<file path="src/rtl/core/pspw_pkg.sv">
`timescale 1ns / 1ps
`default_nettype none
// -----------------------------------------------------------------------------
// pspw_pkg
// Shared types, constants and helpers for the per-second pulse window.
// -----------------------------------------------------------------------------
package pspw_pkg;

   // Ring depth must stay a power of two: slots are the low bits of a time.
   localparam int RING_DEPTH = 64;
   localparam int IDX_W      = $clog2(RING_DEPTH);
   localparam int CNT_W      = $clog2(RING_DEPTH + 1);

   localparam int OP_W    = 2;
   localparam int TIME_W  = 32;
   localparam int PULSE_W = 16;
   localparam int WIN_W   = 7;
   localparam int SUM_W   = 22;
   localparam int USED_W  = 7;

   localparam int SUM_MAX  = 4194303;
   localparam int USED_MAX = 127;

   typedef logic [IDX_W-1:0] idx_type;
   typedef logic [CNT_W-1:0] cnt_type;

   typedef enum logic [OP_W-1:0] {
      OP_CLEAR   = 2'd0,
      OP_ADVANCE = 2'd1,
      OP_ADD     = 2'd2,
      OP_QUERY   = 2'd3
   } op_type;

   typedef enum logic [2:0] {
      ST_IDLE,
      ST_DECODE,
      ST_ADV_STEP,
      ST_ADD_WR,
      ST_QRY_RUN,
      ST_RESP
   } state_type;

   typedef struct packed {
      logic capture;
      logic do_clear;
      logic prime;
      logic wipe;
      logic step_head;
      logic add_read;
      logic add_write;
      logic qry_start;
      logic qry_read;
      logic rsp_load;
   } cmd_type;

   typedef struct packed {
      op_type op;
      logic   primed;
      logic   not_ahead;
      logic   gap_full;
      logic   pulses_zero;
      logic   head_at_now;
      logic   qry_done;
      logic   rsp_free;
   } status_type;

   function automatic cnt_type clamp_depth(input logic [WIN_W-1:0] v);
      if (int'(v) > RING_DEPTH) begin
         return cnt_type'(RING_DEPTH);
      end
      return cnt_type'(v);
   endfunction

endpackage
`default_nettype wire

</file>
<file path="src/rtl/core/pspw_if.sv">
`timescale 1ns / 1ps
`default_nettype none
// -----------------------------------------------------------------------------
// pspw_if
// Request and response channels of the pulse window, valid/ready handshake.
// -----------------------------------------------------------------------------
interface pspw_req_if;
   logic                                valid;
   logic                                ready;
   logic [pspw_pkg::OP_W-1:0]           operation;
   logic [pspw_pkg::TIME_W-1:0]         now_seconds;
   logic [pspw_pkg::PULSE_W-1:0]        pulse_count;
   logic [pspw_pkg::WIN_W-1:0]          offset_back;
   logic [pspw_pkg::WIN_W-1:0]          span_length;

   modport source (
      output valid, operation, now_seconds, pulse_count, offset_back, span_length,
      input  ready
   );
   modport sink (
      input  valid, operation, now_seconds, pulse_count, offset_back, span_length,
      output ready
   );
endinterface

interface pspw_rsp_if;
   logic                                valid;
   logic                                ready;
   logic [pspw_pkg::SUM_W-1:0]          window_sum;
   logic [pspw_pkg::USED_W-1:0]         used_count;

   modport source (
      output valid, window_sum, used_count,
      input  ready
   );
   modport sink (
      input  valid, window_sum, used_count,
      output ready
   );
endinterface
`default_nettype wire

</file>
<file path="src/rtl/core/per_second_pulse_window.sv">
// Sequence: clear, prime, full-ring wipe and stale time finish in the decode state; add reads
// the head bucket, then writes it; an advance by g seconds (g below the ring size) steps the
// head second by second; a query walks u buckets, loads the response register, then frees the
// request side. Throughput: one word at a time, set by the query walk (one bucket read
// per cycle) and head stepping (one second per cycle); a query also holds while the previous
// response word waits. Reset: synchronous; every bucket reads zero after reset.
`timescale 1ns / 1ps
`default_nettype none
// -----------------------------------------------------------------------------
// per_second_pulse_window
// Sliding window of per-second pulse buckets with clear, advance, add and sum.
// -----------------------------------------------------------------------------
module per_second_pulse_window (
   input  wire logic  clock,
   input  wire logic  reset,
   pspw_req_if.sink   req_if,
   pspw_rsp_if.source rsp_if
);

   pspw_pkg::cmd_type    cmd;
   pspw_pkg::status_type status;

   // Sequencer: takes a word only when idle, then drives the datapath one
   // step per cycle, waiting while a finished sum cannot yet be loaded, until the word is done.
   pspw_ctrl u_ctrl (
      .clock     (clock),
      .reset     (reset),
      .req_valid (req_if.valid),
      .req_ready (req_if.ready),
      .status    (status),
      .cmd       (cmd)
   );

   // Datapath: holds the captured word, the ring state and the bucket memory.
   // The response register sits here too, so a new word can be taken while a
   // finished sum still waits on the response side.
   pspw_datapath u_datapath (
      .clock           (clock),
      .reset           (reset),
      .cmd             (cmd),
      .req_operation   (req_if.operation),
      .req_now_seconds (req_if.now_seconds),
      .req_pulse_count (req_if.pulse_count),
      .req_offset_back (req_if.offset_back),
      .req_span_length (req_if.span_length),
      .rsp_ready       (rsp_if.ready),
      .rsp_valid       (rsp_if.valid),
      .rsp_window_sum  (rsp_if.window_sum),
      .rsp_used_count  (rsp_if.used_count),
      .status          (status)
   );

`ifndef SYNTHESIS
   // A response word appears only after the sequencer loads it.
   a_rsp_from_load: assert property (@(posedge clock) disable iff (reset)
      $rose(rsp_if.valid) |-> $past(cmd.rsp_load))
      else $error("response valid rose without a load");

   // While ready, no multi-cycle work may be in flight.
   a_ready_quiet: assert property (@(posedge clock) disable iff (reset)
      req_if.ready |-> (!cmd.qry_read && !cmd.add_write && !cmd.step_head))
      else $error("datapath busy while request side is ready");

   // The walker never reads past the bucket count it settled on.
   a_walk_bound: assert property (@(posedge clock) disable iff (reset)
      cmd.qry_read |-> !status.qry_done)
      else $error("query read issued after walk completed");

   // An accepted word is decoded before the next one is taken.
   a_one_word: assert property (@(posedge clock) disable iff (reset)
      (req_if.valid && req_if.ready) |=> !req_if.ready)
      else $error("request taken back to back");
`endif

endmodule
`default_nettype wire

</file>
<file path="src/rtl/core/pspw_ctrl.sv">
`timescale 1ns / 1ps
`default_nettype none
// -----------------------------------------------------------------------------
// pspw_ctrl
// Sequencer: decodes a captured word and steps the datapath through it.
// -----------------------------------------------------------------------------
module pspw_ctrl (
   input  wire logic                 clock,
   input  wire logic                 reset,
   input  wire logic                 req_valid,
   output logic                      req_ready,
   input  wire pspw_pkg::status_type status,
   output pspw_pkg::cmd_type         cmd
);

   pspw_pkg::state_type state_ff;
   pspw_pkg::state_type state_in;

   always_ff @(posedge clock) begin
      if (reset) begin
         state_ff <= pspw_pkg::ST_IDLE;
      end else begin
         state_ff <= state_in;
      end
   end

   always_comb begin
      state_in  = state_ff;
      cmd       = '0;
      req_ready = 1'b0;
      case (state_ff)
         pspw_pkg::ST_IDLE: begin
            req_ready = 1'b1;
            if (req_valid) begin
               cmd.capture = 1'b1;
               state_in    = pspw_pkg::ST_DECODE;
            end
         end
         pspw_pkg::ST_DECODE: begin
            state_in = pspw_pkg::ST_IDLE;
            case (status.op)
               pspw_pkg::OP_CLEAR: begin
                  cmd.do_clear = 1'b1;
               end
               pspw_pkg::OP_ADVANCE: begin
                  if (!status.primed) begin
                     cmd.prime = 1'b1;
                  end else if (status.not_ahead) begin
                     state_in = pspw_pkg::ST_IDLE;
                  end else if (status.gap_full) begin
                     cmd.wipe = 1'b1;
                  end else begin
                     state_in = pspw_pkg::ST_ADV_STEP;
                  end
               end
               pspw_pkg::OP_ADD: begin
                  if (status.primed && !status.pulses_zero) begin
                     cmd.add_read = 1'b1;
                     state_in     = pspw_pkg::ST_ADD_WR;
                  end
               end
               pspw_pkg::OP_QUERY: begin
                  cmd.qry_start = 1'b1;
                  state_in      = pspw_pkg::ST_QRY_RUN;
               end
               default: begin
                  state_in = pspw_pkg::ST_IDLE;
               end
            endcase
         end
         pspw_pkg::ST_ADV_STEP: begin
            if (status.head_at_now) begin
               state_in = pspw_pkg::ST_IDLE;
            end else begin
               cmd.step_head = 1'b1;
            end
         end
         pspw_pkg::ST_ADD_WR: begin
            cmd.add_write = 1'b1;
            state_in      = pspw_pkg::ST_IDLE;
         end
         pspw_pkg::ST_QRY_RUN: begin
            if (status.qry_done) begin
               state_in = pspw_pkg::ST_RESP;
            end else begin
               cmd.qry_read = 1'b1;
            end
         end
         pspw_pkg::ST_RESP: begin
            if (status.rsp_free) begin
               cmd.rsp_load = 1'b1;
               state_in     = pspw_pkg::ST_IDLE;
            end
         end
         default: begin
            state_in = pspw_pkg::ST_IDLE;
         end
      endcase
   end

endmodule
`default_nettype wire

</file>
<file path="src/rtl/core/pspw_datapath.sv">
`timescale 1ns / 1ps
`default_nettype none
// -----------------------------------------------------------------------------
// pspw_datapath
// Bucket memory, head/fill registers, query walker and response register.
// -----------------------------------------------------------------------------
module pspw_datapath (
   input  wire logic                                clock,
   input  wire logic                                reset,
   input  wire pspw_pkg::cmd_type                   cmd,
   input  wire logic [pspw_pkg::OP_W-1:0]           req_operation,
   input  wire logic [pspw_pkg::TIME_W-1:0]         req_now_seconds,
   input  wire logic [pspw_pkg::PULSE_W-1:0]        req_pulse_count,
   input  wire logic [pspw_pkg::WIN_W-1:0]          req_offset_back,
   input  wire logic [pspw_pkg::WIN_W-1:0]          req_span_length,
   input  wire logic                                rsp_ready,
   output logic                                     rsp_valid,
   output logic [pspw_pkg::SUM_W-1:0]               rsp_window_sum,
   output logic [pspw_pkg::USED_W-1:0]              rsp_used_count,
   output pspw_pkg::status_type                     status
);

   // captured word
   pspw_pkg::op_type                  op_ff;
   logic [pspw_pkg::TIME_W-1:0]       now_ff;
   logic [pspw_pkg::PULSE_W-1:0]      pulses_ff;
   pspw_pkg::cnt_type                 offset_ff;
   pspw_pkg::cnt_type                 span_ff;

   // ring state
   logic                              primed_ff;
   logic [pspw_pkg::TIME_W-1:0]       head_ff;
   pspw_pkg::cnt_type                 filled_ff;
   logic [pspw_pkg::RING_DEPTH-1:0]   bvalid_ff;
   logic [pspw_pkg::PULSE_W-1:0]      bucket_mem [pspw_pkg::RING_DEPTH];
   logic [pspw_pkg::PULSE_W-1:0]      rd_data_ff;
   logic                              rd_bvalid_ff;
   logic                              rd_qry_ff;

   // query walker
   pspw_pkg::cnt_type                 k_ff;
   pspw_pkg::cnt_type                 used_ff;
   pspw_pkg::idx_type                 ptr_ff;
   logic [pspw_pkg::SUM_W-1:0]        acc_ff;

   // response register
   logic                              rsp_valid_ff;
   logic [pspw_pkg::SUM_W-1:0]        rsp_sum_ff;
   logic [pspw_pkg::USED_W-1:0]       rsp_used_ff;

   pspw_pkg::idx_type                 head_slot;
   pspw_pkg::idx_type                 next_slot;
   pspw_pkg::idx_type                 now_slot;
   pspw_pkg::idx_type                 rd_addr;
   logic [pspw_pkg::TIME_W-1:0]       gap;
   logic                              qry_empty;
   pspw_pkg::cnt_type                 avail;
   pspw_pkg::cnt_type                 used_calc;
   logic [pspw_pkg::PULSE_W-1:0]      bucket;
   logic [pspw_pkg::PULSE_W:0]        add_sum;
   logic [pspw_pkg::PULSE_W-1:0]      wr_data;
   logic [pspw_pkg::SUM_W:0]          acc_sum;
   logic [pspw_pkg::SUM_W-1:0]        acc_in;
   logic [pspw_pkg::USED_W-1:0]       used_out;

   assign head_slot = head_ff[pspw_pkg::IDX_W-1:0];
   assign next_slot = head_slot + pspw_pkg::idx_type'(1);
   assign now_slot  = now_ff[pspw_pkg::IDX_W-1:0];
   assign gap       = now_ff - head_ff;

   assign qry_empty = !primed_ff || (offset_ff >= filled_ff);
   assign avail     = filled_ff - offset_ff;
   assign used_calc = qry_empty ? '0 : ((span_ff < avail) ? span_ff : avail);

   assign rd_addr   = cmd.add_read ? head_slot : ptr_ff;
   assign bucket    = rd_bvalid_ff ? rd_data_ff : '0;

   assign add_sum   = {1'b0, bucket} + {1'b0, pulses_ff};
   assign wr_data   = add_sum[pspw_pkg::PULSE_W] ? '1 : add_sum[pspw_pkg::PULSE_W-1:0];

   assign acc_sum   = {1'b0, acc_ff} + (pspw_pkg::SUM_W + 1)'(bucket);
   assign acc_in    = (acc_sum > (pspw_pkg::SUM_W + 1)'(pspw_pkg::SUM_MAX))
                    ? pspw_pkg::SUM_W'(pspw_pkg::SUM_MAX) : acc_sum[pspw_pkg::SUM_W-1:0];

   assign used_out  = (int'(used_ff) > pspw_pkg::USED_MAX)
                    ? pspw_pkg::USED_W'(pspw_pkg::USED_MAX) : pspw_pkg::USED_W'(used_ff);

   always_comb begin
      status.op          = op_ff;
      status.primed      = primed_ff;
      status.not_ahead   = now_ff <= head_ff;
      status.gap_full    = gap >= pspw_pkg::TIME_W'(pspw_pkg::RING_DEPTH);
      status.pulses_zero = pulses_ff == '0;
      status.head_at_now = head_ff == now_ff;
      status.qry_done    = k_ff == used_ff;
      status.rsp_free    = !rsp_valid_ff || rsp_ready;
   end

   // capture the accepted word
   always_ff @(posedge clock) begin
      if (cmd.capture) begin
         op_ff     <= pspw_pkg::op_type'(req_operation);
         now_ff    <= req_now_seconds;
         pulses_ff <= req_pulse_count;
         offset_ff <= pspw_pkg::clamp_depth(req_offset_back);
         span_ff   <= pspw_pkg::clamp_depth(req_span_length);
      end
   end

   // head, fill count and primed flag
   always_ff @(posedge clock) begin
      if (reset || cmd.do_clear) begin
         primed_ff <= 1'b0;
         head_ff   <= '0;
         filled_ff <= '0;
      end else if (cmd.prime || cmd.wipe) begin
         primed_ff <= 1'b1;
         head_ff   <= now_ff;
         filled_ff <= pspw_pkg::cnt_type'(1);
      end else if (cmd.step_head) begin
         head_ff <= head_ff + 1'b1;
         if (filled_ff < pspw_pkg::cnt_type'(pspw_pkg::RING_DEPTH)) begin
            filled_ff <= filled_ff + 1'b1;
         end
      end
   end

   // per-bucket valid flags: a bucket not written since its last wipe reads zero
   always_ff @(posedge clock) begin
      if (reset || cmd.do_clear || cmd.wipe) begin
         bvalid_ff <= '0;
      end else if (cmd.prime) begin
         bvalid_ff[now_slot] <= 1'b0;
      end else if (cmd.step_head) begin
         bvalid_ff[next_slot] <= 1'b0;
      end else if (cmd.add_write) begin
         bvalid_ff[head_slot] <= 1'b1;
      end
   end

   // bucket memory, one write and one registered read port
   always_ff @(posedge clock) begin
      if (cmd.add_write) begin
         bucket_mem[head_slot] <= wr_data;
      end
      rd_data_ff   <= bucket_mem[rd_addr];
      rd_bvalid_ff <= bvalid_ff[rd_addr];
   end

   always_ff @(posedge clock) begin
      if (reset) begin
         rd_qry_ff <= 1'b0;
      end else begin
         rd_qry_ff <= cmd.qry_read;
      end
   end

   // query walker: one bucket read a cycle, each read accumulated in the cycle after it
   always_ff @(posedge clock) begin
      if (cmd.qry_start) begin
         k_ff    <= '0;
         used_ff <= used_calc;
         ptr_ff  <= head_slot - offset_ff[pspw_pkg::IDX_W-1:0];
         acc_ff  <= '0;
      end else begin
         if (cmd.qry_read) begin
            k_ff   <= k_ff + 1'b1;
            ptr_ff <= ptr_ff - 1'b1;
         end
         if (rd_qry_ff) begin
            acc_ff <= acc_in;
         end
      end
   end

   // response register
   always_ff @(posedge clock) begin
      if (reset) begin
         rsp_valid_ff <= 1'b0;
      end else if (cmd.rsp_load) begin
         rsp_valid_ff <= 1'b1;
      end else if (rsp_ready) begin
         rsp_valid_ff <= 1'b0;
      end
   end

   always_ff @(posedge clock) begin
      if (cmd.rsp_load) begin
         rsp_sum_ff  <= acc_ff;
         rsp_used_ff <= used_out;
      end
   end

   assign rsp_valid      = rsp_valid_ff;
   assign rsp_window_sum = rsp_sum_ff;
   assign rsp_used_count = rsp_used_ff;

endmodule
`default_nettype wire

</file>
<file path="src/flat_wrapper.sv">
// flat-port wrapper written by rule: the top's interface ports become plain ports
module per_second_pulse_window_flat 
  (clock, reset, req_if_valid, req_if_operation, req_if_now_seconds, req_if_pulse_count, req_if_offset_back, req_if_span_length, req_if_ready, rsp_if_valid, rsp_if_window_sum, rsp_if_used_count, rsp_if_ready);
  pspw_req_if req_if_i ();
  pspw_rsp_if rsp_if_i ();
  input  wire logic clock;
  input  wire logic reset;
  input wire logic [$bits(req_if_i.valid)-1:0] req_if_valid;
  input wire logic [$bits(req_if_i.operation)-1:0] req_if_operation;
  input wire logic [$bits(req_if_i.now_seconds)-1:0] req_if_now_seconds;
  input wire logic [$bits(req_if_i.pulse_count)-1:0] req_if_pulse_count;
  input wire logic [$bits(req_if_i.offset_back)-1:0] req_if_offset_back;
  input wire logic [$bits(req_if_i.span_length)-1:0] req_if_span_length;
  output wire logic [$bits(req_if_i.ready)-1:0] req_if_ready;
  output wire logic [$bits(rsp_if_i.valid)-1:0] rsp_if_valid;
  output wire logic [$bits(rsp_if_i.window_sum)-1:0] rsp_if_window_sum;
  output wire logic [$bits(rsp_if_i.used_count)-1:0] rsp_if_used_count;
  input wire logic [$bits(rsp_if_i.ready)-1:0] rsp_if_ready;
  assign req_if_i.valid = req_if_valid;
  assign req_if_i.operation = req_if_operation;
  assign req_if_i.now_seconds = req_if_now_seconds;
  assign req_if_i.pulse_count = req_if_pulse_count;
  assign req_if_i.offset_back = req_if_offset_back;
  assign req_if_i.span_length = req_if_span_length;
  assign req_if_ready = req_if_i.ready;
  assign rsp_if_valid = rsp_if_i.valid;
  assign rsp_if_window_sum = rsp_if_i.window_sum;
  assign rsp_if_used_count = rsp_if_i.used_count;
  assign rsp_if_i.ready = rsp_if_ready;
  per_second_pulse_window u_core (.clock(clock), .reset(reset), .req_if(req_if_i), .rsp_if(rsp_if_i));
endmodule
</file>
<file path="config.mk">
export PLATFORM = sky130hd
export DESIGN_NAME = per_second_pulse_window_flat
export DESIGN_NICKNAME = d
export VERILOG_FILES = /design/src/rtl/core/pspw_pkg.sv /design/src/rtl/core/pspw_if.sv /design/src/rtl/core/per_second_pulse_window.sv /design/src/rtl/core/pspw_ctrl.sv /design/src/rtl/core/pspw_datapath.sv /design/src/flat_wrapper.sv
export SDC_FILE = /design/constraint.sdc
export NUM_CORES = 2
export LEC_CHECK = 0
export ABC_AREA = 1
export BUFFER_PORTS_ARGS = -buffer_cell sky130_fd_sc_hd__buf_2
export CAP_MARGIN = 20
export CORE_MARGIN = 3
export CORE_UTILIZATION = 30
export DETAILED_ROUTE_END_ITERATION = 16
export GPL_TIMING_DRIVEN = 0
export PLACE_DENSITY = 0.48
export SYNTH_ARGS = -nofsm -noshare
export SYNTH_HDL_FRONTEND = slang
export SYNTH_SLANG_ARGS = --single-unit
</file>
<file path="constraint.sdc">
create_clock -name clock -period 11.7 [get_ports clock]
set_input_delay 0.585 -clock clock [delete_from_list [all_inputs] [get_ports clock]]
set_output_delay 0.585 -clock clock [all_outputs]
set_load 0.02 [all_outputs]
</file>
==> flow_metrics.py <==
metrics = {
    "pwr": {
        "p_leak_nw": 24.0,
        "power.density_nw_per_um2": 187,
        "ir_drop_mv": 0.173,
    },
    "job": {
        "maxCapViolCount": 0,
    },
    "detailed_routing": {
        "vias_per_cell": 5.38,
        "drt_iter0_drc": 5483,
        "ant_nets": 0,
        "drcViolationCount": 0,
        "wl_met1_mm": 94.9,
        "dr.pass1.iters": 6,
        "routed-wl-met2_mm": 104,
        "routed_wl_mm": 227,
        "post_drt_wl_per_cell_um": 27.1,
        "routed-wl-met3_mm": 18.4,
        "top_layer_used": "met4",
        "vias": 45000,
    },
    "synth": {
        "ys_ff_latch": 1285,
        "synth.area.top_cells": "edfxtp_1 59%, o21ai_0 5.7%, dfxtp_1 5.4%, nor2_1 4.0%, nand2_1 3.5%",
        "synth_area_leader_cell": "edfxtp_1",
        "syn_area_um2": 57900,
        "synth_top_family_by_area": "compound AO/OA/AOI/OAI gates",
        "synth_fa_ha_area_share_pct": 2.03,
        "yosysUniqueCellTypes": 58,
        "dominantRegCellSynth": "edfxtp_1",
        "synth-seq-area-share_pct": 63.9,
        "yosys_warnings": 0,
        "synth_nets": 5469,
        "avgSynthCellArea_um2": 10.9,
        "async_flop_share_pct": 0,
        "synth_edf_count": 1130,
        "synth_compound_area_share_pct": 14.7,
        "syn-instance-count": 5310,
        "synth_mux_area_share_pct": 0.0173,
        "synthSimpleGateAreaFrac_pct": 13.3,
        "synth_xor_area_share_pct": 0.877,
        "synth_top_area_share_pct": 58.6,
    },
    "clocking": {
        "clock_sinks": 1285,
        "cts_buffer_depth": 3,
        "cts_max_level": 4,
        "clockRootBuffer": "clkbuf_16",
        "cts_made_buffers": 146,
        "cts.clk_slew.worst_paths_ns": 0.06,
        "post_cts_buffers": 0,
        "tritoncts": "yes",
        "insertion_delay_ns": 0.82,
    },
    "floorplan": {
        "coreArea_um2": 191000,
        "dieArea_um2": 198000,
        "start_util_pct": 30.3,
        "num_io_pins": 99,
        "die_w_um": 445,
        "die_h_um": 445,
        "rows": 160,
    },
    "finish": {
        "final_layout_size_suffix_gt1_share_pct": 13.1,
        "final_common_cell": "edfxtp_1",
        "stdcell_count": 8367,
        "final_cell_mix": "1130 x edfxtp_1, 662 x o21ai_0, 598 x nor2_1",
        "synthToLayoutAreaGrowth_pct": 19.4,
        "fin_nets": 5898,
        "design_area_um2": 69200,
        "postLayoutCoreUtil_pct": 36.2,
    },
    "timing": {
        "max_freq_ghz": 0.200,
        "min_period_ns": 4.99,
        "setup-tns-final_ns": 0,
        "fin_skew_ns": 0.0480,
        "max_slew_margin_pct": 19.3,
        "finalSetupViolCount": 0,
        "fin_crit_sh_pct": 42.7,
        "rsz0062_at_grt": "false",
        "hold_viol": 0,
        "tightest_slew_ns": 1.21,
        "slew_viol_final": 0,
    },
    "placement": {
        "gp_congestion": 0.971,
        "dp.cells": 8053,
        "port_buffers": 98,
        "dpl_cell_area_um2": 64000,
        "hpwl_mm": 161,
    },
    "worst_setup_path": {
        "critPathRequiredTime_ns": 12.33,
        "crit_chain": "nor2_1 > nand2_1 > nor2_1 > nand2_1 > nand3_4 > inv_4 > buf_6 > o21ai_1 > buf_4 > clkbuf_1 > o211ai_1 > nand3_1 > nand3_1 > nand3_1 > nand2_1",
        "worst_ep_arrival_time_ns": 5.62,
        "slowest_stage": "clkbuf_1",
        "worstSetupPathType": "flip-flop to flip-flop",
        "cp_max_fo": 10,
        "crit_family": "simple AND/OR/NAND/NOR gates",
        "critPathMaxStageDelay_ns": 0.93,
        "path_buf_inv": 4,
        "endpoint_kind": "flip-flop",
        "critPathLaunchType": "flip-flop",
    },
    "global_routing": {
        "grt_pass1_vias": 43200,
        "grt_pass1_wl_mm": 320,
        "grt_max_degree": 65,
        "overflow": 0,
        "track_usage_pct": 22.3,
        "antenna_found_initial": 9,
    },
    "outcome": {
        "outcome": "finished, final reports clean",
    },
    "hold_path": {
        "hp-class": "input port to flip-flop",
    },
}
final cells by class:
class / count / area (um2)
antenna: 3 / 7.51
multi-input combinational: 3323 / 18400
inverter: 400 / 1510
clock buffer: 192 / 3980
fill: 19000 / 122000
tap: 2511 / 3140
timing repair buffer: 281 / 2890
buffer: 302 / 1460
sequential: 1285 / 37000
clock inverter: 70 / 724
worst paths after layout:
kind,cells past startpoint,slack (ns),to,startpoint
setup reg to reg,15,6.71,u_core.u_datapath.rd_data_ff[0]$_DFF_P_,u_core.u_datapath.pulses_ff[11]$_DFFE_PP_
hold / removal,1,0.05,u_core.u_datapath.now_ff[5]$_DFFE_PP_,req_if_now_seconds[5]
setup / recovery,15,6.71,u_core.u_datapath.rd_data_ff[0]$_DFF_P_,u_core.u_datapath.pulses_ff[11]$_DFFE_PP_
hold reg to reg,0,0.47,u_core.u_datapath.rsp_window_sum[10]$_DFFE_PP_,u_core.u_datapath.acc_ff[10]$_SDFFE_PP0P_
cell families (layout without fill, tap and decap cells):
| family | count (synthesis) | in the layout |
|---|---|---|
| flip-flops | 1285 | 1285 |
| AND/OR/NAND/NOR | 1778 | 1778 |
| adder cells (fa/ha/maj) | 91 | 91 |
| multiplexers | 1 | 1 |
| XOR/XNOR | 58 | 58 |
| other | 0 | 3 |
| buffers and inverters | 702 | 1245 |
| AO/OA/AOI/OAI | 1395 | 1395 |
synth_stat cells, drive strengths merged (2+ instances only):
| master | count |
|---|---|
| edfxtp | 1130 |
| o21ai | 689 |
| nor2 | 640 |
| nand2 | 552 |
| inv | 395 |
| nand3 | 353 |
| clkbuf | 160 |
| o211ai | 160 |
| a21oi | 157 |
| dfxtp | 155 |
| buf | 142 |
| nor3 | 140 |
| o221ai | 139 |
| o21bai | 129 |
| ha | 86 |
| a211oi | 52 |
| a31oi | 52 |
| nand4 | 45 |
| xor2 | 38 |
| or2 | 31 |
| xnor2 | 20 |
| and2 | 7 |
| clkinv | 5 |
| fa | 5 |
| nand3b | 4 |
| nor4 | 4 |
| o21a | 4 |
| o31ai | 4 |
| a21o | 2 |
| o211a | 2 |
| o32ai | 2 |
per-layer routing:
| metal | track usage [%] | vias to the layer above |
|---|---|---|
| met5 | 0 | - |
| met4 | 8.84 | 0 |
| met3 | 4.97 | 430 |
| met2 | 35.5 | 1936 |
| met1 | 29.6 | 22500 |
| li1 | - | 20100 |
stage by stage:
| stage | hold slack [ns] | setup slack (ns) | power (mW) |
|---|---|---|---|
| 4_1_cts | 0.0139 | 6.87 | 13.0 |
| 5_1_grt | 0.0209 | 6.65 | 13.4 |
| 3_5_place_dp | 0.456 | 6.87 | 8.45 |
| 6_report | 0.0519 | 6.71 | 12.9 |
| 2_1_floorplan | 0.431 | 7.20 | 7.11 |
| 3_3_place_gp | 0.457 | 1.42 | 8.35 |
report_power, final:
group          internal [mW]  switching (mW)
Combinational          0.651            1.97
Clock                   2.59            1.95
Sequential              5.66          0.0976
flip-flops by register name (all words and copies together) (netlist names), 2 cells and up:
| register | cells |
|---|---|
| u_core.u_ctrl.state_ff | 3 |
| u_core.u_datapath.acc_ff | 22 |
| u_core.u_datapath.bucket_mem | 1024 |
| u_core.u_datapath.bvalid_ff | 64 |
| u_core.u_datapath.filled_ff | 7 |
| u_core.u_datapath.head_ff | 32 |
| u_core.u_datapath.k_ff | 7 |
| u_core.u_datapath.now_ff | 32 |
| u_core.u_datapath.offset_ff | 7 |
| u_core.u_datapath.op_ff | 2 |
| u_core.u_datapath.ptr_ff | 6 |
| u_core.u_datapath.pulses_ff | 16 |
| u_core.u_datapath.rd_data_ff | 16 |
| u_core.u_datapath.rsp_used_count | 7 |
| u_core.u_datapath.rsp_window_sum | 22 |
| u_core.u_datapath.span_ff | 7 |
| u_core.u_datapath.used_ff | 7 |
timing repair:
action | in CTS | in global routing
hold endpoints to repair | 48 | 0
resized for setup | 0 | 0
hold buffers | 48 | 0
(Power assumes the default switching activity.)
